File: src/hw/rtl/toc_pkg.sv
`default_nettype none
// ----------------------------------------------------------------------------
// toc_pkg
// Shared constants and types of the tile occupancy classifier.
// ----------------------------------------------------------------------------
package toc_pkg;

  localparam int DEF_MAX_TILE_COLS  = 64;
  localparam int DEF_MAX_TILE_SIDE  = 64;
  localparam int DEF_MAX_SCENE_SIDE = 4096;

  localparam int CFG_DATA_W  = 13;
  localparam int CFG_INDEX_W = 2;
  localparam int TILE_REG_W  = 7;
  localparam int SCENE_REG_W = 13;

  localparam int ROW_W   = 12;
  localparam int COL_W   = 6;
  localparam int COUNT_W = 13;

  typedef enum logic [CFG_INDEX_W-1:0] {
    REG_TILE_WIDTH   = 2'd0,
    REG_TILE_HEIGHT  = 2'd1,
    REG_SCENE_WIDTH  = 2'd2,
    REG_SCENE_HEIGHT = 2'd3
  } cfg_reg_t;

  localparam logic [TILE_REG_W-1:0]  RST_TILE_WIDTH   = 7'd8;
  localparam logic [TILE_REG_W-1:0]  RST_TILE_HEIGHT  = 7'd8;
  localparam logic [SCENE_REG_W-1:0] RST_SCENE_WIDTH  = 13'd640;
  localparam logic [SCENE_REG_W-1:0] RST_SCENE_HEIGHT = 13'd480;

  // Per-pixel control that travels from the raster tracker to the accumulator.
  typedef struct packed {
    logic is_zero;
    logic active;
    logic tile_end;
    logic frame_end;
  } toc_flags_t;

endpackage : toc_pkg
`default_nettype wire

File: src/hw/rtl/toc_raster.sv
`default_nettype none
// ----------------------------------------------------------------------------
// toc_raster
// Tracks the raster position of the incoming pixel and its place in the tile
// grid, and flags zero pixels and the last pixel of each tile and of the image.
// ----------------------------------------------------------------------------
module toc_raster
  import toc_pkg::*;
#(
  parameter int MAX_TILE_COLS  = DEF_MAX_TILE_COLS,
  parameter int MAX_TILE_SIDE  = DEF_MAX_TILE_SIDE,
  parameter int MAX_SCENE_SIDE = DEF_MAX_SCENE_SIDE,
  localparam int TP_W = ($clog2(MAX_TILE_SIDE) > 0) ? $clog2(MAX_TILE_SIDE) : 1,
  localparam int TS_W = TP_W + 1,
  localparam int PP_W = $clog2(MAX_SCENE_SIDE),
  localparam int PS_W = PP_W + 1,
  localparam int CC_W = $clog2(MAX_TILE_COLS + 1)
) (
  input  wire logic             clk,
  input  wire logic             rst,
  input  wire logic             restart,
  input  wire logic             advance,
  input  wire logic [7:0]       pixel,
  input  wire logic [TS_W-1:0]  tw,
  input  wire logic [TS_W-1:0]  th,
  input  wire logic [PS_W-1:0]  sw,
  input  wire logic [PS_W-1:0]  sh,
  output logic      [CC_W-1:0]  cur_col,
  output logic      [ROW_W-1:0] cur_row,
  output toc_flags_t            flags
);

  logic [PP_W-1:0] pixel_x;
  logic [PP_W-1:0] pixel_y;
  logic [TP_W-1:0] x_in_tile;
  logic [TP_W-1:0] y_in_tile;
  logic            line_end;
  logic            last_line;
  logic            end_x;
  logic            end_y;
  logic            x_tile_done;
  logic            y_tile_done;

  always_comb begin
    line_end    = (PS_W'(pixel_x) + PS_W'(1)) >= sw;
    last_line   = (PS_W'(pixel_y) + PS_W'(1)) >= sh;
    x_tile_done = (TS_W'(x_in_tile) + TS_W'(1)) >= tw;
    y_tile_done = (TS_W'(y_in_tile) + TS_W'(1)) >= th;
    end_x       = x_tile_done || line_end;
    end_y       = y_tile_done || last_line;
    flags.is_zero   = (pixel == 8'd0);
    flags.active    = cur_col < CC_W'(MAX_TILE_COLS);
    flags.tile_end  = end_x && end_y;
    flags.frame_end = line_end && last_line;
  end

  always_ff @(posedge clk) begin
    if (rst || restart) begin
      pixel_x   <= '0;
      pixel_y   <= '0;
      x_in_tile <= '0;
      y_in_tile <= '0;
      cur_col   <= '0;
      cur_row   <= '0;
    end else if (advance) begin
      if (line_end) begin
        pixel_x   <= '0;
        x_in_tile <= '0;
        cur_col   <= '0;
        if (last_line) begin
          pixel_y   <= '0;
          y_in_tile <= '0;
          cur_row   <= '0;
        end else begin
          pixel_y <= pixel_y + PP_W'(1);
          if (y_tile_done) begin
            y_in_tile <= '0;
            cur_row   <= cur_row + ROW_W'(1);
          end else begin
            y_in_tile <= y_in_tile + TP_W'(1);
          end
        end
      end else begin
        pixel_x <= pixel_x + PP_W'(1);
        if (x_tile_done) begin
          x_in_tile <= '0;
          if (cur_col < CC_W'(MAX_TILE_COLS)) begin
            cur_col <= cur_col + CC_W'(1);
          end
        end else begin
          x_in_tile <= x_in_tile + TP_W'(1);
        end
      end
    end
  end

endmodule : toc_raster
`default_nettype wire

File: src/hw/rtl/toc_accum.sv
`default_nettype none
// ----------------------------------------------------------------------------
// toc_accum
// Holds one zero count per tile column in a synchronous memory, updates it by
// read, add and write back, and presents finished tiles in an output register.
// ----------------------------------------------------------------------------
module toc_accum
  import toc_pkg::*;
#(
  parameter int MAX_TILE_COLS = DEF_MAX_TILE_COLS,
  parameter int MAX_TILE_SIDE = DEF_MAX_TILE_SIDE,
  localparam int TP_W  = ($clog2(MAX_TILE_SIDE) > 0) ? $clog2(MAX_TILE_SIDE) : 1,
  localparam int TS_W  = TP_W + 1,
  localparam int HALF_W = 2 * TS_W,
  localparam int CC_W  = $clog2(MAX_TILE_COLS + 1),
  localparam int IDX_W = ($clog2(MAX_TILE_COLS) > 0) ? $clog2(MAX_TILE_COLS) : 1,
  localparam int CMP_W = (HALF_W > COUNT_W) ? HALF_W : COUNT_W
) (
  input  wire logic               clk,
  input  wire logic               rst,
  input  wire logic               clear,
  input  wire logic               accept,
  input  wire logic [CC_W-1:0]    cur_col,
  input  wire logic [ROW_W-1:0]   cur_row,
  input  toc_flags_t              flags,
  input  wire logic [HALF_W-1:0]  half,
  output logic                    busy,
  output logic                    out_valid,
  input  wire logic               out_stall,
  output logic      [ROW_W-1:0]   tile_row,
  output logic      [COL_W-1:0]   tile_col,
  output logic      [COUNT_W-1:0] zero_count,
  output logic                    passable,
  output logic                    frame_last
);

  logic [COUNT_W-1:0]       counts [MAX_TILE_COLS];
  logic [MAX_TILE_COLS-1:0] written;

  logic [IDX_W-1:0]   rd_idx;
  logic [COUNT_W-1:0] rd_data;
  logic               rd_written;
  logic               fwd_hit;
  logic [COUNT_W-1:0] fwd_data;

  logic               s1_valid;
  toc_flags_t         s1_flags;
  logic [IDX_W-1:0]   s1_idx;
  logic [ROW_W-1:0]   s1_row;

  logic               out_free;
  logic               s1_adv;
  logic               wr_en;
  logic [COUNT_W-1:0] base;
  logic [COUNT_W-1:0] sum;
  logic [COUNT_W-1:0] wr_data;

  always_comb begin
    rd_idx   = cur_col[IDX_W-1:0];
    out_free = !out_valid || !out_stall;
    s1_adv   = s1_valid && (!(s1_flags.active && s1_flags.tile_end) || out_free);
    busy     = s1_valid && !s1_adv;
    wr_en    = s1_adv && s1_flags.active;
    if (fwd_hit) begin
      base = fwd_data;
    end else if (rd_written) begin
      base = rd_data;
    end else begin
      base = '0;
    end
    sum     = base + COUNT_W'(s1_flags.is_zero);
    wr_data = s1_flags.tile_end ? '0 : sum;
  end

  always_ff @(posedge clk) begin
    if (wr_en) begin
      counts[s1_idx] <= wr_data;
    end
    if (accept) begin
      rd_data  <= counts[rd_idx];
      fwd_data <= wr_data;
    end
  end

  always_ff @(posedge clk) begin
    if (rst || clear) begin
      written    <= '0;
      rd_written <= 1'b0;
      fwd_hit    <= 1'b0;
    end else begin
      if (wr_en) begin
        written[s1_idx] <= 1'b1;
      end
      if (accept) begin
        rd_written <= written[rd_idx];
        fwd_hit    <= wr_en && (s1_idx == rd_idx);
      end
    end
  end

  always_ff @(posedge clk) begin
    if (rst || clear) begin
      s1_valid <= 1'b0;
    end else if (accept) begin
      s1_valid <= 1'b1;
    end else if (s1_adv) begin
      s1_valid <= 1'b0;
    end
  end

  always_ff @(posedge clk) begin
    if (accept) begin
      s1_flags <= flags;
      s1_idx   <= rd_idx;
      s1_row   <= cur_row;
    end
  end

  always_ff @(posedge clk) begin
    if (rst) begin
      out_valid <= 1'b0;
    end else if (wr_en && s1_flags.tile_end) begin
      out_valid <= 1'b1;
    end else if (!out_stall) begin
      out_valid <= 1'b0;
    end
  end

  always_ff @(posedge clk) begin
    if (wr_en && s1_flags.tile_end) begin
      tile_row   <= s1_row;
      tile_col   <= COL_W'(s1_idx);
      zero_count <= sum;
      passable   <= !(CMP_W'(sum) > CMP_W'(half));
      frame_last <= s1_flags.frame_end;
    end
  end

endmodule : toc_accum
`default_nettype wire

File: src/hw/rtl/tile_occupancy_classifier_unit.sv
`default_nettype none
// ----------------------------------------------------------------------------
// tile_occupancy_classifier_unit
// Counts zero pixels per tile of a raster map and classifies each finished
// tile as passable or blocked.
// ----------------------------------------------------------------------------
//   Channel  Direction  Handshake              Word
//   in       input      in_valid / in_stall    pixel
//   out      output     out_valid / out_stall  tile_row, tile_col, zero_count,
//                                              passable, frame_last
//   cfg      input      cfg_we                 cfg_index, cfg_data
//
// One pixel is taken every cycle while in_stall is low. A pixel reads its
// column count from the count memory at acceptance and writes it back from
// s1; a write and a read of the same column at one edge are forwarded. A
// finished tile enters the output register from s1. Reset and every
// configuration write restart the frame and clear all counts at once.
// in_stall rises only while a finished tile waits behind a stalled output word.
// ----------------------------------------------------------------------------
module tile_occupancy_classifier_unit
  import toc_pkg::*;
#(
  parameter int MAX_TILE_COLS  = DEF_MAX_TILE_COLS,
  parameter int MAX_TILE_SIDE  = DEF_MAX_TILE_SIDE,
  parameter int MAX_SCENE_SIDE = DEF_MAX_SCENE_SIDE
) (
  input  wire logic                   clk,
  input  wire logic                   rst,
  input  wire logic                   cfg_we,
  input  wire logic [CFG_INDEX_W-1:0] cfg_index,
  input  wire logic [CFG_DATA_W-1:0]  cfg_data,
  input  wire logic                   in_valid,
  output logic                        in_stall,
  input  wire logic [7:0]             pixel,
  output logic                        out_valid,
  input  wire logic                   out_stall,
  output logic      [ROW_W-1:0]       tile_row,
  output logic      [COL_W-1:0]       tile_col,
  output logic      [COUNT_W-1:0]     zero_count,
  output logic                        passable,
  output logic                        frame_last
);

  localparam int TP_W   = ($clog2(MAX_TILE_SIDE) > 0) ? $clog2(MAX_TILE_SIDE) : 1;
  localparam int TS_W   = TP_W + 1;
  localparam int PS_W   = $clog2(MAX_SCENE_SIDE) + 1;
  localparam int CC_W   = $clog2(MAX_TILE_COLS + 1);
  localparam int HALF_W = 2 * TS_W;
  localparam int TC_W   = (TS_W > TILE_REG_W) ? TS_W : TILE_REG_W;
  localparam int SC_W   = (PS_W > SCENE_REG_W) ? PS_W : SCENE_REG_W;

  logic [TILE_REG_W-1:0]  tile_width;
  logic [TILE_REG_W-1:0]  tile_height;
  logic [SCENE_REG_W-1:0] scene_width;
  logic [SCENE_REG_W-1:0] scene_height;

  logic [TS_W-1:0]        tw;
  logic [TS_W-1:0]        th;
  logic [PS_W-1:0]        sw;
  logic [PS_W-1:0]        sh;
  logic [HALF_W-1:0]      half;
  logic [TC_W-1:0]        tw_ext;
  logic [TC_W-1:0]        th_ext;
  logic [SC_W-1:0]        sw_ext;
  logic [SC_W-1:0]        sh_ext;

  logic                   accept;
  logic [CC_W-1:0]        cur_col;
  logic [ROW_W-1:0]       cur_row;
  toc_flags_t             flags;

  always_ff @(posedge clk) begin
    if (rst) begin
      tile_width   <= RST_TILE_WIDTH;
      tile_height  <= RST_TILE_HEIGHT;
      scene_width  <= RST_SCENE_WIDTH;
      scene_height <= RST_SCENE_HEIGHT;
    end else if (cfg_we) begin
      unique case (cfg_reg_t'(cfg_index))
        REG_TILE_WIDTH:   tile_width   <= cfg_data[TILE_REG_W-1:0];
        REG_TILE_HEIGHT:  tile_height  <= cfg_data[TILE_REG_W-1:0];
        REG_SCENE_WIDTH:  scene_width  <= cfg_data[SCENE_REG_W-1:0];
        REG_SCENE_HEIGHT: scene_height <= cfg_data[SCENE_REG_W-1:0];
        default: ;
      endcase
    end
  end

  // Out-of-range sizes are clamped; zero acts as one.
  always_comb begin
    tw_ext = TC_W'(tile_width);
    th_ext = TC_W'(tile_height);
    sw_ext = SC_W'(scene_width);
    sh_ext = SC_W'(scene_height);
    if (tw_ext == '0) begin
      tw = TS_W'(1);
    end else if (tw_ext > TC_W'(MAX_TILE_SIDE)) begin
      tw = TS_W'(MAX_TILE_SIDE);
    end else begin
      tw = tw_ext[TS_W-1:0];
    end
    if (th_ext == '0) begin
      th = TS_W'(1);
    end else if (th_ext > TC_W'(MAX_TILE_SIDE)) begin
      th = TS_W'(MAX_TILE_SIDE);
    end else begin
      th = th_ext[TS_W-1:0];
    end
    if (sw_ext == '0) begin
      sw = PS_W'(1);
    end else if (sw_ext > SC_W'(MAX_SCENE_SIDE)) begin
      sw = PS_W'(MAX_SCENE_SIDE);
    end else begin
      sw = sw_ext[PS_W-1:0];
    end
    if (sh_ext == '0) begin
      sh = PS_W'(1);
    end else if (sh_ext > SC_W'(MAX_SCENE_SIDE)) begin
      sh = PS_W'(MAX_SCENE_SIDE);
    end else begin
      sh = sh_ext[PS_W-1:0];
    end
    half = (HALF_W'(tw) * HALF_W'(th)) >> 1;
  end

  assign accept = in_valid && !in_stall;

  toc_raster #(
    .MAX_TILE_COLS  (MAX_TILE_COLS),
    .MAX_TILE_SIDE  (MAX_TILE_SIDE),
    .MAX_SCENE_SIDE (MAX_SCENE_SIDE)
  ) u_raster (
    .clk     (clk),
    .rst     (rst),
    .restart (cfg_we),
    .advance (accept),
    .pixel   (pixel),
    .tw      (tw),
    .th      (th),
    .sw      (sw),
    .sh      (sh),
    .cur_col (cur_col),
    .cur_row (cur_row),
    .flags   (flags)
  );

  toc_accum #(
    .MAX_TILE_COLS (MAX_TILE_COLS),
    .MAX_TILE_SIDE (MAX_TILE_SIDE)
  ) u_accum (
    .clk        (clk),
    .rst        (rst),
    .clear      (cfg_we),
    .accept     (accept),
    .cur_col    (cur_col),
    .cur_row    (cur_row),
    .flags      (flags),
    .half       (half),
    .busy       (in_stall),
    .out_valid  (out_valid),
    .out_stall  (out_stall),
    .tile_row   (tile_row),
    .tile_col   (tile_col),
    .zero_count (zero_count),
    .passable   (passable),
    .frame_last (frame_last)
  );

endmodule : tile_occupancy_classifier_unit
`default_nettype wire
File: config.mk
export PLATFORM = sky130hd
export DESIGN_NAME = tile_occupancy_classifier_unit
export DESIGN_NICKNAME = d
export VERILOG_FILES = /design/src/hw/rtl/toc_pkg.sv /design/src/hw/rtl/toc_raster.sv /design/src/hw/rtl/toc_accum.sv /design/src/hw/rtl/tile_occupancy_classifier_unit.sv
export SDC_FILE = /design/constraint.sdc
export NUM_CORES = 1
export LEC_CHECK = 0
export BUFFER_PORTS_ARGS = -buffer_cell sky130_fd_sc_hd__buf_2
export CORE_ASPECT_RATIO = 0.6
export CORE_MARGIN = 2
export CORE_UTILIZATION = 30
export DETAILED_ROUTE_END_ITERATION = 10
export SYNTH_ARGS = -nofsm -noshare
export SYNTH_HDL_FRONTEND = slang
export SYNTH_HIERARCHICAL = 1
export SYNTH_SLANG_ARGS = --single-unit
File: constraint.sdc
create_clock -name clk -period 7.2 [get_ports clk]
set_clock_uncertainty 0.1 [all_clocks]
set_input_delay 0.72 -clock clk [delete_from_list [all_inputs] [get_ports clk]]
set_output_delay 0.72 -clock clk [all_outputs]
set_load 0.02 [all_outputs]
# Word-level counts from Yosys, hierarchy flattened
# Memory sizes are Yosys's and may differ from the RTL's. A register that Yosys moved wholly into a read port is not among the register bits.
# Index checks and enable logic that the tools add are counted.
# totals
n_memories	1
rom_bits	0
output_inout_bits	35
ram_bits	832
elab_cells	129
latchBits	0
ff_bits	231
input_bits	28
# memory_table
memory	words	width	read_ports	rd_ports_with_merged_regs	wr	line	text
u_accum.counts	64	13	1	1	1	toc_accum.sv:37	logic [COUNT_W-1:0] counts [MAX_TILE_COLS];
# op_classes
div	0
n_shift	0
eq_ne	5
reduce_logical	38
addsub	11
n_lt_le_gt_ge	13
multipliers	1
bitwise_logic	1
mux	32
# ops
operator	n
$mux 13	7
$or 64x64->64	1
$mux 7	7
$mux 12	4
$add 12x1->12 const B	3
$add 12x1->13 const B	2
$ge 13x13->1	2
$gt 13x13->1 const B	2
$logic_not 13->1	2
$mux 6	4
$add 6x1->7 const B	2
$ge 7x7->1	2
$gt 7x7->1 const B	2
$logic_not 7->1	2
$lt 6x7->1 const B	2
$mul 7x7->14	1
$add 13x1->13	1
$gt 13x13->1	1
$add 6x1->6 const B	2
$logic_and 1x1->1	10
$reduce_and 2->1	5
$logic_not 8->1	1
$mux 1	8
$reduce_bool 2->1	4
other kinds (13)	24

# Depth between registers and ports, before layout
# logic_depth
depth_word	9
mapped_depth	25

# Cells and area by module
# The synthesis kept the hierarchy.
# modules_own_cells
module	cells_each	seq_area_each_um2	n_inst	area_each_um2
toc_accum	1700	28777.6	1	37687.4
toc_raster	543	1101.1	1	4202.8
tile_occupancy_classifier_unit	406	800.8	1	3310.7

# Worst setup path after synthesis
# OpenSTA, ideal clock, no wires.
# synth_path
path_type	register to register
start	register tile_width[1]
end	register u_accum.passable, data pin
arrival_ns	5.540
setup_slack_ns	1.296
required_time_ns	6.836
stages_incl_launch_ff	26
path_cell_list	dfxtp_1 -> or4_1 -> nor2_1 -> o21bai_1 -> inv_2 -> nand2_1 -> fa_1 -> fa_1 -> inv_1 -> fa_1 -> inv_1 -> fa_1 -> inv_1 -> ha_1 -> and3_1 -> a2111oi_4 -> a21oi_2 -> a41oi_2 -> xnor2_1 -> inv_1 -> ha_1 -> nand4b_1 -> nor2_1 -> o21ai_0 -> a21oi_1 -> o31ai_1
# synth_between
elab_chain_len	6
elab_cells_between_ends	7
classes_between	mul (1); order compare (2); mux (2); reduce/logical (2)
# synth_rtl
item	line	text
start: declaration	tile_occupancy_classifier_unit.sv:52	logic [TILE_REG_W-1:0] tile_width;
start signal: assignment	tile_occupancy_classifier_unit.sv:80	REG_TILE_WIDTH: tile_width <= cfg_data[TILE_REG_W-1:0];
$gt 7x7->1	tile_occupancy_classifier_unit.sv:97	end else if (tw_ext > TC_W'(MAX_TILE_SIDE)) begin
$mux 7	tile_occupancy_classifier_unit.sv:97	
$mux 7 (*)	tile_occupancy_classifier_unit.sv:95	if (tw_ext == '0) begin
named net tw[0]	tile_occupancy_classifier_unit.sv:57	logic [TS_W-1:0] tw;
$mul 7x7->14 (*)	tile_occupancy_classifier_unit.sv:123	half = (HALF_W'(tw) * HALF_W'(th)) >> 1;
named net half[12]	tile_occupancy_classifier_unit.sv:61	logic [HALF_W-1:0] half;
$gt 13x13->1 (*)	toc_accum.sv:134	passable <= !(CMP_W'(sum) > CMP_W'(half));
$logic_not 1->1 (*)	toc_accum.sv:134	
end signal: assignment	toc_accum.sv:134	
end: declaration	toc_accum.sv:33	output logic passable,
# Mark *: on every way through the listed nets, which the timed path passes. The rest lies on a longest branch.
# A chain may end at the register's enable or synchronous reset.

# Final worst setup path
# Ends and elaborated chain as after synthesis.

==> metrics.txt <==
commonest non-fill, non-tap cell in the layout=edfxtp_1; Min-Delay Endpoint=scene_height[7]$_SDFFE_PP1P_; Setup WS pre-CTS=769 ps; share of layout cells above drive strength 1=22.9%; Ys Warns=6; PwrDens=between 200 and 250 nW/um^2; Core Box Area=150000 um^2; gr ovfl total=0; Initial DRC Count=between 3000 and 4000; Setup Fix Bufs, Post-CTS=0; CP Data Required Time=roughly 7500 ps; largest net degree at the start of global routing=113; reg2reg end=u_accum/passable$_DFFE_PP_; total chip power=~13 mW; worst slew pin tran=around 1300 ps; # hold bufs at CTS=0; sequential-to-total area share from yosys stat=about two thirds; GRT Max-Usage Layer=met1; Largest stage delay, worst path=540 ps; Vias/cell=a little over 5; overall routing resource usage=between 10 and 15%; vias in the first global route=about 23000; Fin. Hold Viols=0; CTS resizes=0; Hold Path Origin=cfg_data[7]; IO Count=63; Tmin final=roughly 6400 ps; Via Count=approximately 25000; Hold Path Depth=3; CTS max path bufs=3; Register-to-Register Path Depth=25; Final period util=between 80% and 90%; Worst R2R Start=tile_width[1]$_SDFFE_PP0P_; detailed placement HPWL=~70000 um; Critical Path Fanout Max=5; WS Path Type=reg -> reg; H-tree Lvls=3; first-pass GRT wire length=~160000 um; drt total wl=about 110000 um; antenna violations before repair=8; Worst Hold Class=in -> reg; CTS tree=built; met1 usage=about a quarter; fin util=34.6%; post-detailed-route count of antenna-violating nets=0; met3 usage=around 4%; Worst-Skew Late Latency=between 700 and 800 ps; Die ar.=approximately 150000 um^2; unrepaired setup endpoints after global routing=no; setup violators final=0; GP Congestion=0.797; Layout area overhead=14.6%; WL/cell=approximately 23 um; Die Height=305 um; critical path's top delay family=adder cells; setup TNS=0 ps; TritonCTS Buffers=102; ys async rst share=0%; Slew HR=about 11%; Die Wd=slightly above 500 um; Main synth FF type=edfxtp_1; post-synthesis register bit count=between 1000 and 1500; Mapped Area=roughly 45000 um^2; Final nets=roughly 2900; Starting Density=between 30% and 40%; row count=110; most frequent cells in the layout=edfxtp_1 (913), mux4_2 (279), nand2_1 (170), dfxtp_1 (159), nor2_1 (105); Gate Count Post-Synth=about 2600; Pleak=around 18 nW; clock root cell=clkbuf_16; Max-Cap Viols=0; highest clock rate=roughly 0.16 GHz; DRC viols=0; Post-Syn Area per Cell=around 17 um^2; worst setup margin=approximately 760 ps; clk slew on worst S/H paths=70 ps; Buf/Inv on CP=5; Worst EP arrival=just under 7000 ps; clk sink count=1076; reg-to-reg slack, setup=760 ps; max-slew violations=0; first drt pass iteration count=7; run status=finished clean; number of flops mapped to enable cells by yosys=just over 900; Synth cell types=83; slowest CP cell=fa_1; maximum VDD drop=between 0.2 and 0.25 mV; crit start category=flip-flop; IO Port Bufs=a little over 60; met2 Use GR=between 10% and 20%; Crit. End Element=flip-flop
-- worst max path at each step --
stage	start	endpoint	slack [ps]	cells past startpoint
4_1_cts	tile_width[1]$_SDFFE_PP0P_	u_accum/passable$_DFFE_PP_	740	25
2_1_floorplan	tile_width[1]$_SDFFE_PP0P_	u_accum/passable$_DFFE_PP_	1300	25
6_report	tile_width[1]$_SDFFE_PP0P_	u_accum/passable$_DFFE_PP_	760	25
3_3_place_gp	tile_width[1]$_SDFFE_PP0P_	u_accum/passable$_DFFE_PP_	850	25
5_1_grt	tile_width[1]$_SDFFE_PP0P_	u_accum/passable$_DFFE_PP_	380	25
3_5_place_dp	tile_width[1]$_SDFFE_PP0P_	u_accum/passable$_DFFE_PP_	770	25
-- tightest hold or removal path: cells and delay by family --
family / cells / cell delay [ps]
AND/OR/NAND/NOR: 2 / 120
buffers and inverters: 1 / 90
-- power breakdown --
part / internal (mW) / total [mW] / switching, mW
logic: 0.0850 / 0.253 / 0.168
registers: 6.69 / 6.71 / 0.0220
clock network: 3.36 / 5.78 / 2.42
-- flip-flops by register name, summed over array words and instances (netlist names), 13 cells and up --
| signal | cells |
|---|---|
| u_accum/fwd_data | 13 |
| scene_height | 13 |
| u_accum/zero_count | 13 |
| u_accum/written | 64 |
| u_accum/counts | 832 |
| u_accum/rd_data | 13 |
| scene_width | 13 |
-- final cells by class --
class                   count  area [um^2]
repair buffers            132          873
multi-input cells        1350        13800
clock buffers             127         2730
diodes                      1         2.50
well taps                2016         2520
clock inverters            63          875
inverters                  88          330
fillers                 14160        97900
flip-flops and latches   1076        30700
-- cells in the mapped netlist, types with 17 or more instances --
library cell    n  area share [%]
a21oi_1        74            0.82
a31oi_1        17            0.24
and2_1         21            0.29
buf_2          33            0.37
clkbuf_1       84            0.70
dfxtp_1       163             7.2
edfxtp_1      913              61
fa_1           24             1.1
ha_1           93             2.6
inv_1          85            0.71
mux2i_1        25            0.55
mux4_2        279              14
nand2_1       170             1.4
nand3_1        49            0.54
nand3b_1       21            0.35
nand4_1        24            0.33
nor2_1        138             1.1
nor2b_1        53            0.73
nor3_1         17            0.19
o21a_1         70             1.2
o21ai_0        28            0.31
o22ai_1        17            0.24
xnor2_1        33            0.64
xor2_1         23            0.45
-- metal layers --
metal	routed length [um]	part of all wire, %
met3	10900	9.6
met2	45200	40
met5	0	0
met1	55000	49
met4	1940	1.7
-- per-stage QoR --
step / instance area (um^2) / std cells / hold slack [ps]
2_1_floorplan: 45200 / 2650 / 300
3_3_place_gp: 48200 / 4662 / 306
3_5_place_dp: 48200 / 4662 / 305
4_1_cts: 51800 / 4852 / 87.7
5_1_grt: 51800 / 4853 / 132
6_report: 51800 / 4853 / 152
-- cell families (layout without fill, tap and decap cells) --
logic type                 count (synthesis)  count (layout)  synth area share, %
and+or+nand+nor                          572             572                 6.29
xor gates and xnor gates                  56              56                 1.09
adders and majority gates                117             117                 3.64
other                                      1               3              0.00830
muxes                                    314             314                 14.7
buffers and inverters                    224             410                 2.06
AOI/OAI and AO/OA                        289             289                 4.33
DFF                                     1076            1076                 67.9
Note: power is estimated with default switching activity, not from simulation.
